## src/hdl/pits_pkg.sv

```systemverilog
// Shared types and constants for the priority inheritance tick scheduler.
// Used by the channel interfaces, the controller, the datapath and the top level.
package pits_pkg;

    localparam int MAX_JOBS = 8;
    localparam int SLOT_W   = (MAX_JOBS > 1) ? $clog2(MAX_JOBS) : 1;

    // kind codes of an input item
    localparam logic KIND_LOAD = 1'b0;
    localparam logic KIND_TICK = 1'b1;

    typedef struct packed {
        logic        kind;
        logic [2:0]  slot;
        logic [7:0]  job_id;
        logic [3:0]  resource;
        logic [31:0] release_time;
        logic [15:0] run_length;
        logic [7:0]  priority_req;
    } item_t;

    typedef struct packed {
        logic       idle;
        logic [7:0] run_id;
        logic [7:0] run_level;
        logic       finished;
    } result_t;

    // one job table row
    typedef struct packed {
        logic [7:0]  id;
        logic [3:0]  resource;
        logic [31:0] release_time;
        logic [15:0] remaining;
        logic [7:0]  level;
    } entry_t;

    localparam int ENTRY_W = $bits(entry_t);

    typedef struct packed {
        logic              load;
        logic              rd_en;
        logic [SLOT_W-1:0] rd_slot;
        logic              eval;
        logic              finish;
    } cmd_t;

    typedef struct packed {
        logic out_busy;
    } status_t;

endpackage

```

## src/hdl/pits_in_if.sv

```systemverilog
// Input channel of the scheduler: valid/ready handshake carrying one item_t.
// Depends on pits_pkg.
interface pits_in_if;
    import pits_pkg::*;

    logic  valid;
    logic  ready;
    item_t data;

    modport source (output valid, output data, input ready);
    modport sink   (input valid, input data, output ready);
endinterface

```

## src/hdl/pits_out_if.sv

```systemverilog
// Result channel of the scheduler: valid/ready handshake carrying one result_t.
// Depends on pits_pkg.
interface pits_out_if;
    import pits_pkg::*;

    logic    valid;
    logic    ready;
    result_t data;

    modport source (output valid, output data, input ready);
    modport sink   (input valid, input data, output ready);
endinterface

```

## src/hdl/priority_inherit_tick_scheduler.sv

```systemverilog
// A load item is accepted in S_IDLE and writes its job into the table unless its
// run length is zero. A tick item passes S_IDLE to accept it, S_SCAN to read
// each slot of the job table through its single read port, S_LAST to evaluate
// the last row, and S_FINISH to charge the runner and place the result in the
// output register. The next item is accepted as soon as that result is
// registered, even while it still waits for its transfer; a tick whose result
// finds the output register still full waits in S_FINISH.
// Depends on pits_pkg, pits_in_if, pits_out_if, pits_ram, pits_ctrl, pits_dp.
module priority_inherit_tick_scheduler (
    input  logic       clk,
    input  logic       rst_n,
    pits_in_if.sink    request,
    pits_out_if.source result
);
    import pits_pkg::*;

    cmd_t    cmd;
    status_t status;

    pits_ctrl u_ctrl (
        .clk       (clk),
        .rst_n     (rst_n),
        .req_valid (request.valid),
        .req_kind  (request.data.kind),
        .req_ready (request.ready),
        .cmd       (cmd),
        .status    (status)
    );

    pits_dp u_dp (
        .clk       (clk),
        .rst_n     (rst_n),
        .item      (request.data),
        .cmd       (cmd),
        .status    (status),
        .out_valid (result.valid),
        .out_ready (result.ready),
        .out_data  (result.data)
    );
endmodule

```

## src/hdl/pits_ram.sv

```systemverilog
// Generic single write port, single read port RAM with registered read data.
// Stand-alone; no package dependency.
module pits_ram #(
    parameter int WIDTH = 8,
    parameter int DEPTH = 8
) (
    input  logic                                   clk,
    input  logic                                   wr_en,
    input  logic [((DEPTH > 1) ? $clog2(DEPTH) : 1)-1:0] wr_addr,
    input  logic [WIDTH-1:0]                       wr_data,
    input  logic                                   rd_en,
    input  logic [((DEPTH > 1) ? $clog2(DEPTH) : 1)-1:0] rd_addr,
    output logic [WIDTH-1:0]                       rd_data
);
    logic [WIDTH-1:0] mem_reg [DEPTH];

    always_ff @(posedge clk)
    begin
        if (wr_en)
        begin
            mem_reg[wr_addr] <= wr_data;
        end
        if (rd_en)
        begin
            rd_data <= mem_reg[rd_addr];
        end
    end
endmodule

```

## src/hdl/pits_ctrl.sv

```systemverilog
// Sequencer of the scheduler: takes items, walks the job table for a tick and
// raises the result step. Depends on pits_pkg; drives pits_dp through cmd_t.
module pits_ctrl (
    input  logic              clk,
    input  logic              rst_n,
    input  logic              req_valid,
    input  logic              req_kind,
    output logic              req_ready,
    output pits_pkg::cmd_t    cmd,
    input  pits_pkg::status_t status
);
    import pits_pkg::*;

    typedef enum logic [1:0] {
        S_IDLE,
        S_SCAN,
        S_LAST,
        S_FINISH
    } state_t;

    state_t            state_reg, state_next;
    logic [SLOT_W-1:0] idx_reg, idx_next;
    logic              last_idx;

    assign last_idx = (idx_reg == SLOT_W'(MAX_JOBS - 1));

    always_comb
    begin
        state_next  = state_reg;
        idx_next    = idx_reg;
        req_ready   = 1'b0;
        cmd         = '0;
        cmd.rd_slot = idx_reg;
        unique case (state_reg)
            S_IDLE:
            begin
                req_ready = 1'b1;
                if (req_valid)
                begin
                    if (req_kind == KIND_TICK)
                    begin
                        state_next = S_SCAN;
                        idx_next   = '0;
                    end
                    else
                    begin
                        cmd.load = 1'b1;
                    end
                end
            end
            S_SCAN:
            begin
                // read this slot while the previous one is evaluated
                cmd.rd_en = 1'b1;
                cmd.eval  = (idx_reg != '0);
                if (last_idx)
                begin
                    state_next = S_LAST;
                end
                else
                begin
                    idx_next = idx_reg + SLOT_W'(1);
                end
            end
            S_LAST:
            begin
                cmd.eval   = 1'b1;
                state_next = S_FINISH;
            end
            S_FINISH:
            begin
                // hold until the result register can take the transfer
                if (!status.out_busy)
                begin
                    cmd.finish = 1'b1;
                    state_next = S_IDLE;
                end
            end
            default:
            begin
                state_next = S_IDLE;
            end
        endcase
    end

    always_ff @(posedge clk or negedge rst_n)
    begin
        if (!rst_n)
        begin
            state_reg <= S_IDLE;
            idx_reg   <= '0;
        end
        else
        begin
            state_reg <= state_next;
            idx_reg   <= idx_next;
        end
    end
endmodule

```

## src/hdl/pits_dp.sv

```systemverilog
// Datapath of the scheduler: job table RAM, valid bits, runner copy, tick
// counter and result register. Depends on pits_pkg and pits_ram.
module pits_dp (
    input  logic                clk,
    input  logic                rst_n,
    input  pits_pkg::item_t     item,
    input  pits_pkg::cmd_t      cmd,
    output pits_pkg::status_t   status,
    output logic                out_valid,
    input  logic                out_ready,
    output pits_pkg::result_t   out_data
);
    import pits_pkg::*;

    logic [MAX_JOBS-1:0] valid_reg, valid_next;
    logic                run_present_reg, run_present_next;
    logic [SLOT_W-1:0]   run_slot_reg, run_slot_next;
    entry_t              run_entry_reg, run_entry_next;
    logic [31:0]         tick_reg, tick_next;
    logic [SLOT_W-1:0]   eval_slot_reg;
    logic                wb_valid_reg;
    logic [SLOT_W-1:0]   wb_slot_reg;
    entry_t              wb_data_reg;
    logic                out_valid_reg, out_valid_next;
    result_t             out_data_reg, out_data_next;

    logic              ld_ok;
    logic [SLOT_W-1:0] ld_addr;
    entry_t            ld_entry;
    logic              evict;
    logic              wr_en;
    logic [SLOT_W-1:0] wr_addr;
    entry_t            wr_data;
    logic [ENTRY_W-1:0] rd_data;
    entry_t            cand;
    logic              cand_ok;
    logic              done;

    assign ld_addr  = SLOT_W'(item.slot);
    assign ld_ok    = cmd.load && (item.run_length != '0) && (32'(item.slot) < MAX_JOBS);
    assign ld_entry = '{id: item.job_id, resource: item.resource,
                        release_time: item.release_time, remaining: item.run_length,
                        level: item.priority_req};

    assign wr_en   = ld_ok || evict;
    assign wr_addr = evict ? run_slot_reg : ld_addr;
    assign wr_data = evict ? run_entry_reg : ld_entry;

    pits_ram #(
        .WIDTH (ENTRY_W),
        .DEPTH (MAX_JOBS)
    ) u_table (
        .clk     (clk),
        .wr_en   (wr_en),
        .wr_addr (wr_addr),
        .wr_data (wr_data),
        .rd_en   (cmd.rd_en),
        .rd_addr (cmd.rd_slot),
        .rd_data (rd_data)
    );

    // forward a row written in the cycle its read was taken
    assign cand = (wb_valid_reg && (wb_slot_reg == eval_slot_reg)) ? wb_data_reg
                                                                   : entry_t'(rd_data);

    assign cand_ok = cmd.eval && valid_reg[eval_slot_reg]
                     && (cand.release_time <= tick_reg)
                     && !(run_present_reg && (run_slot_reg == eval_slot_reg));

    assign evict = cand_ok && run_present_reg && (cand.level > run_entry_reg.level)
                   && !((cand.resource != '0) && (cand.resource == run_entry_reg.resource));

    assign done = (run_entry_reg.remaining <= 16'd1);

    always_comb
    begin
        valid_next       = valid_reg;
        run_present_next = run_present_reg;
        run_slot_next    = run_slot_reg;
        run_entry_next   = run_entry_reg;
        tick_next        = tick_reg;
        out_valid_next   = out_valid_reg && !out_ready;
        out_data_next    = out_data_reg;

        if (ld_ok)
        begin
            valid_next[ld_addr] = 1'b1;
            if (run_present_reg && (run_slot_reg == ld_addr))
            begin
                run_present_next = 1'b0;
            end
        end

        if (cand_ok)
        begin
            if (!run_present_reg || evict)
            begin
                run_present_next = 1'b1;
                run_slot_next    = eval_slot_reg;
                run_entry_next   = cand;
            end
            else if (cand.level > run_entry_reg.level)
            begin
                // shared resource: runner keeps the slot and inherits the level
                run_entry_next.level = cand.level;
            end
        end

        if (cmd.finish)
        begin
            out_valid_next = 1'b1;
            if (run_present_reg)
            begin
                run_entry_next.remaining = done ? 16'd0 : run_entry_reg.remaining - 16'd1;
                out_data_next = '{idle: 1'b0, run_id: run_entry_reg.id,
                                  run_level: run_entry_reg.level, finished: done};
                if (done)
                begin
                    valid_next[run_slot_reg] = 1'b0;
                    run_present_next         = 1'b0;
                end
            end
            else
            begin
                out_data_next = '{idle: 1'b1, run_id: 8'd0, run_level: 8'd0,
                                  finished: 1'b0};
            end
            if (tick_reg != 32'hFFFF_FFFF)
            begin
                tick_next = tick_reg + 32'd1;
            end
        end
    end

    always_ff @(posedge clk or negedge rst_n)
    begin
        if (!rst_n)
        begin
            valid_reg       <= '0;
            run_present_reg <= 1'b0;
            run_slot_reg    <= '0;
            tick_reg        <= '0;
            wb_valid_reg    <= 1'b0;
            out_valid_reg   <= 1'b0;
        end
        else
        begin
            valid_reg       <= valid_next;
            run_present_reg <= run_present_next;
            run_slot_reg    <= run_slot_next;
            tick_reg        <= tick_next;
            wb_valid_reg    <= evict;
            out_valid_reg   <= out_valid_next;
        end
    end

    always_ff @(posedge clk)
    begin
        run_entry_reg <= run_entry_next;
        out_data_reg  <= out_data_next;
        wb_slot_reg   <= run_slot_reg;
        wb_data_reg   <= run_entry_reg;
        if (cmd.rd_en)
        begin
            eval_slot_reg <= cmd.rd_slot;
        end
    end

    assign status.out_busy = out_valid_reg && !out_ready;
    assign out_valid       = out_valid_reg;
    assign out_data        = out_data_reg;
endmodule

```

## src/flat_wrapper.sv

```systemverilog
// flat-port wrapper written by rule: the top's interface ports become plain ports
module priority_inherit_tick_scheduler_flat import pits_pkg::*;
  (clk, rst_n, request_valid, request_data, request_ready, result_valid, result_data, result_ready);
  pits_in_if request_i ();
  pits_out_if result_i ();
  input  logic clk;
  input  logic rst_n;
  input wire logic [$bits(request_i.valid)-1:0] request_valid;
  input wire logic [$bits(request_i.data)-1:0] request_data;
  output wire logic [$bits(request_i.ready)-1:0] request_ready;
  output wire logic [$bits(result_i.valid)-1:0] result_valid;
  output wire logic [$bits(result_i.data)-1:0] result_data;
  input wire logic [$bits(result_i.ready)-1:0] result_ready;
  assign request_i.valid = request_valid;
  assign request_i.data = request_data;
  assign request_ready = request_i.ready;
  assign result_valid = result_i.valid;
  assign result_data = result_i.data;
  assign result_i.ready = result_ready;
  priority_inherit_tick_scheduler u_core (.clk(clk), .rst_n(rst_n), .request(request_i), .result(result_i));
endmodule
```

## config.mk

```make
export PLATFORM = sky130hd
export DESIGN_NAME = priority_inherit_tick_scheduler_flat
export DESIGN_NICKNAME = d
export VERILOG_FILES = /design/src/hdl/pits_pkg.sv /design/src/hdl/pits_in_if.sv /design/src/hdl/pits_out_if.sv /design/src/hdl/priority_inherit_tick_scheduler.sv /design/src/hdl/pits_ram.sv /design/src/hdl/pits_ctrl.sv /design/src/hdl/pits_dp.sv /design/src/flat_wrapper.sv
export SDC_FILE = /design/constraint.sdc
export NUM_CORES = 1
export LEC_CHECK = 0
export BUFFER_PORTS_ARGS = -buffer_cell sky130_fd_sc_hd__buf_2
export CORE_ASPECT_RATIO = 0.75
export CORE_MARGIN = 10
export CORE_UTILIZATION = 42
export DETAILED_ROUTE_END_ITERATION = 16
export GPL_ROUTABILITY_DRIVEN = 0
export PLACE_DENSITY_LB_ADDON = 0.15
export SLEW_MARGIN = 10
export SYNTH_ARGS = -nofsm -noshare
export SYNTH_HDL_FRONTEND = slang
export SYNTH_SLANG_ARGS = --single-unit
```

## constraint.sdc

```tcl
create_clock -name clk -period 23.4 [get_ports clk]
set_input_delay 2.34 -clock clk [delete_from_list [all_inputs] [get_ports clk]]
set_output_delay 2.34 -clock clk [all_outputs]
set_load 0.02 [all_outputs]
```

==> results.sh <==
export IMPL_hold_viol=0
export IMPL_ant_nets=0
export IMPL_synth_top_area_cell="edfxtp_1"
export IMPL_slew_headroom=0.227
export IMPL_totalWireLength_um=73100
export IMPL_yosysWarningCount=0
export IMPL_synth_seq_cells=823
export IMPL_cts_path_max_buffers=3
export IMPL_cp_data_arrival_time_ps=7520
export IMPL_min_delay_path_class="flop to flop"
export IMPL_netlist_area_um2=32600
export IMPL_fill_cells=6360
export IMPL_yosysTopAreaCellShare=0.630
export IMPL_grt_use_total=0.163
export IMPL_critPathLaunchType="flop"
export IMPL_cts_setup_buffers=0
export IMPL_io_buffers=95
export IMPL_async_reset_ff_frac=0.0620
export IMPL_maxCapViolations=0
export IMPL_pwr_share_comb=0.210
export IMPL_cp_data_required_time_ps=23650
export IMPL_post_drt_wl_per_cell_um=24.7
export IMPL_synth_edf_count=685
export IMPL_drtPass1Iterations=5
export IMPL_fp_dieH_um=261
export IMPL_drv_slew=0
export IMPL_clock_root_buffer="clkbuf_16"
export IMPL_drive_gt1_frac=0.304
export IMPL_drt_iter0_drc=1483
export IMPL_remaining_drc_errors=0
export IMPL_final_nets=1987
export IMPL_rsz0062_at_grt="false"
export IMPL_diodes=0
export IMPL_finalSetupTns_ps=0
export IMPL_post_cts_resized=0
export IMPL_internal_power_w=0.00290
export IMPL_slowest_stage="buf_4"
export IMPL_slowest_delay_ps=880
export IMPL_area_growth_pct=13.3
export IMPL_clock_power_share=0.314
export IMPL_ys_types=58
export IMPL_dieArea_um2=89400
export IMPL_finClkSkew_ps=21.9
export IMPL_clk_latency_ps=640
export IMPL_row_count=88
export IMPL_worstSetupPathType="flop to flop"
export IMPL_dp_hpwl_um=43500
export IMPL_hold_slack_ps=376
export IMPL_largest_register_ffs=544
export IMPL_htreeDepth=3
export IMPL_synth_commonest_cells="685 x edfxtp_1, 177 x mux2_2, 138 x mux4_2"
export IMPL_grt_pass1_vias=16661
export IMPL_status="completed"
export IMPL_power_switching_w=0.00112
export IMPL_start_util=0.424
export IMPL_cp_common_cell="buf_4"
export IMPL_core_area_um2=77000
export IMPL_vdd_drop_max_mv=0.0817
export IMPL_crit_fanout=51
export IMPL_min_period_ps=7270
export IMPL_clkTransAtPathRegs_ps=60
export IMPL_synth_net_count=1858
export IMPL_vias_per_cell=5.39
export IMPL_tritoncts="done"
export IMPL_syn_area_per_cell_um2=18.8
export IMPL_hold_buffers=0
export IMPL_synth_most_common_cell="edfxtp_1"
export IMPL_critPathCaptureType="flop"
export IMPL_grt_pass1_wl_um=109000
export IMPL_synthCells=1732
export IMPL_setup_viol=0
export IMPL_cts_num_sinks=823
export IMPL_io_pins=96
export IMPL_die_w_um=342
export IMPL_ys_seq_area_frac=0.723
export IMPL_max_freq_ghz=0.138
export IMPL_synth_area_leaders="edfxtp_1 63%, mux4_2 9.5%, mux2_2 6.1%, dfxtp_1 5.3%, dfrtp_1 3.9%"
export IMPL_cp_cell_sequence="xnor2_1 > nand4_1 > buf_4 > mux2_2 > ha_1 > nand4_1 > nor3_1 > nand3_1 > and2_1 > a221oi_4 > o2111ai_4 > buf_4 > buf_4 > mux2i_4 > buf_4"
export IMPL_numCtsBuffers=80
export IMPL_cellPowerDensity_nw_per_um2=109
export IMPL_seqPwrFrac=0.476
export IMPL_antenna_found_initial=0
export IMPL_worst_slew_pin_slew_ps=1140
export IMPL_p_leak_nw=12.4
export IMPL_vias=15969
export IMPL_fin_crit_sh=0.311
export IMPL_gr_total_overflow=0
export IMPL_grt_max_degree=67
export IMPL_swShare=0.278
export IMPL_ys_flop_type="edfxtp_1"
kinds of logic (layout without fill, tap and decap cells):
logic type / after synthesis / after routing / share of synthesized area
AO/OA/AOI/OAI: 98 / 98 / 0.0211
adder cells (fa/ha/maj): 50 / 50 / 0.0192
XOR/XNOR: 53 / 53 / 0.0142
multiplexers: 355 / 355 / 0.172
flip-flops: 823 / 823 / 0.723
buffers and inverters: 134 / 331 / 0.0166
AND/OR/NAND/NOR: 219 / 219 / 0.0345
final cells by class:
cell class	count	area, µm²	area share
clock inverter	30	268	0.00724
sequential	823	23600	0.638
multi-input combinational	775	8630	0.233
timing repair buffer	123	686	0.0185
tap	1035	1290	0.0350
clock buffer	120	2280	0.0618
inverter	58	218	0.00589
cells in the final DEF (no fill, tap or decap), types with 7 or more instances in the layout:
cell,instances
nand2_1,47
a31oi_1,7
nor2_1,40
mux4_2,138
dfxtp_1,87
clkinv_1,10
clkbuf_16,82
dfrtp_1,48
mux2_4,23
ha_1,49
o21ai_0,12
nand3_1,22
a221o_1,8
a21oi_1,31
xor2_1,14
mux2_2,176
xnor2_1,39
buf_2,95
mux2i_1,11
buf_4,28
o211ai_1,8
and2_1,14
edfxtp_1,685
nand4_1,26
inv_1,57
clkbuf_8,9
mux2i_4,7
nor2b_1,7
clkbuf_1,29
clkinv_2,9
nor3_1,22
nor4_1,18
power by group through the flow:
| stage | combinational, W | clock [W] | sequential (W) |
|---|---|---|---|
| 2_1_floorplan | 0.000633 | 0 | 0.00189 |
| 3_3_place_gp | 0.000847 | 0 | 0.00194 |
| 3_5_place_dp | 0.000854 | 0 | 0.00194 |
| 4_1_cts | 0.000859 | 0.00129 | 0.00191 |
| 5_1_grt | 0.000926 | 0.00135 | 0.00193 |
| 6_report | 0.000841 | 0.00126 | 0.00191 |
routing by layer:
| metal | GRT usage | vias to the layer above | wire [µm] |
|---|---|---|---|
| met2 | 0.251 | 342 | 33500 |
| met4 | 0.0454 | 0 | 1800 |
| met1 | 0.236 | 8381 | 34500 |
| met5 | 0 | - | 0 |
| met3 | 0.0314 | 109 | 3330 |
| li1 | - | 7137 | - |
per-stage QoR:
stage	util	setup WS (ps)	area, µm²	total power, W	instances
3_5_place_dp	0.447	16070	34400	0.00280	2814
5_1_grt	0.480	15750	37000	0.00421	2964
6_report	0.480	16130	37000	0.00401	2964
3_3_place_gp	0.447	16160	34400	0.00279	2814
4_1_cts	0.480	16030	37000	0.00407	2964
2_1_floorplan	-	15550	32600	0.00252	1732
final timing paths:
check | startpoint | end | cells after the start | slack [ps]
min in group asynchronous | rst_n | u_core.u_dp.run_slot_reg[2] | 2 | 1880
max in group asynchronous | rst_n | u_core.u_ctrl.idx_reg[2] | 2 | 20950
min | u_core.u_dp.run_entry_reg[43] | u_core.u_dp.wb_data_reg[43] | 0 | 380
max | u_core.u_dp.eval_slot_reg[0] | u_core.u_dp.u_table.mem_reg[2][3] | 15 | 16130
max reg2reg | u_core.u_dp.eval_slot_reg[0] | u_core.u_dp.u_table.mem_reg[2][3] | 15 | 16130
min reg2reg | u_core.u_dp.run_entry_reg[43] | u_core.u_dp.wb_data_reg[43] | 0 | 380
worst max-delay path, delay by kind of cell, from the launching register on:
family                     cells  cell delay (ps)
xor gates and xnor gates       1              170
and+or+nand+nor                5             1380
AOI/OAI and AO/OA              2              990
DFF                            1              500
buffers and inverters          4             2100
adders and majority gates      1              320
muxes                          2             1250
Note: power is estimated with default switching activity, not from simulation.
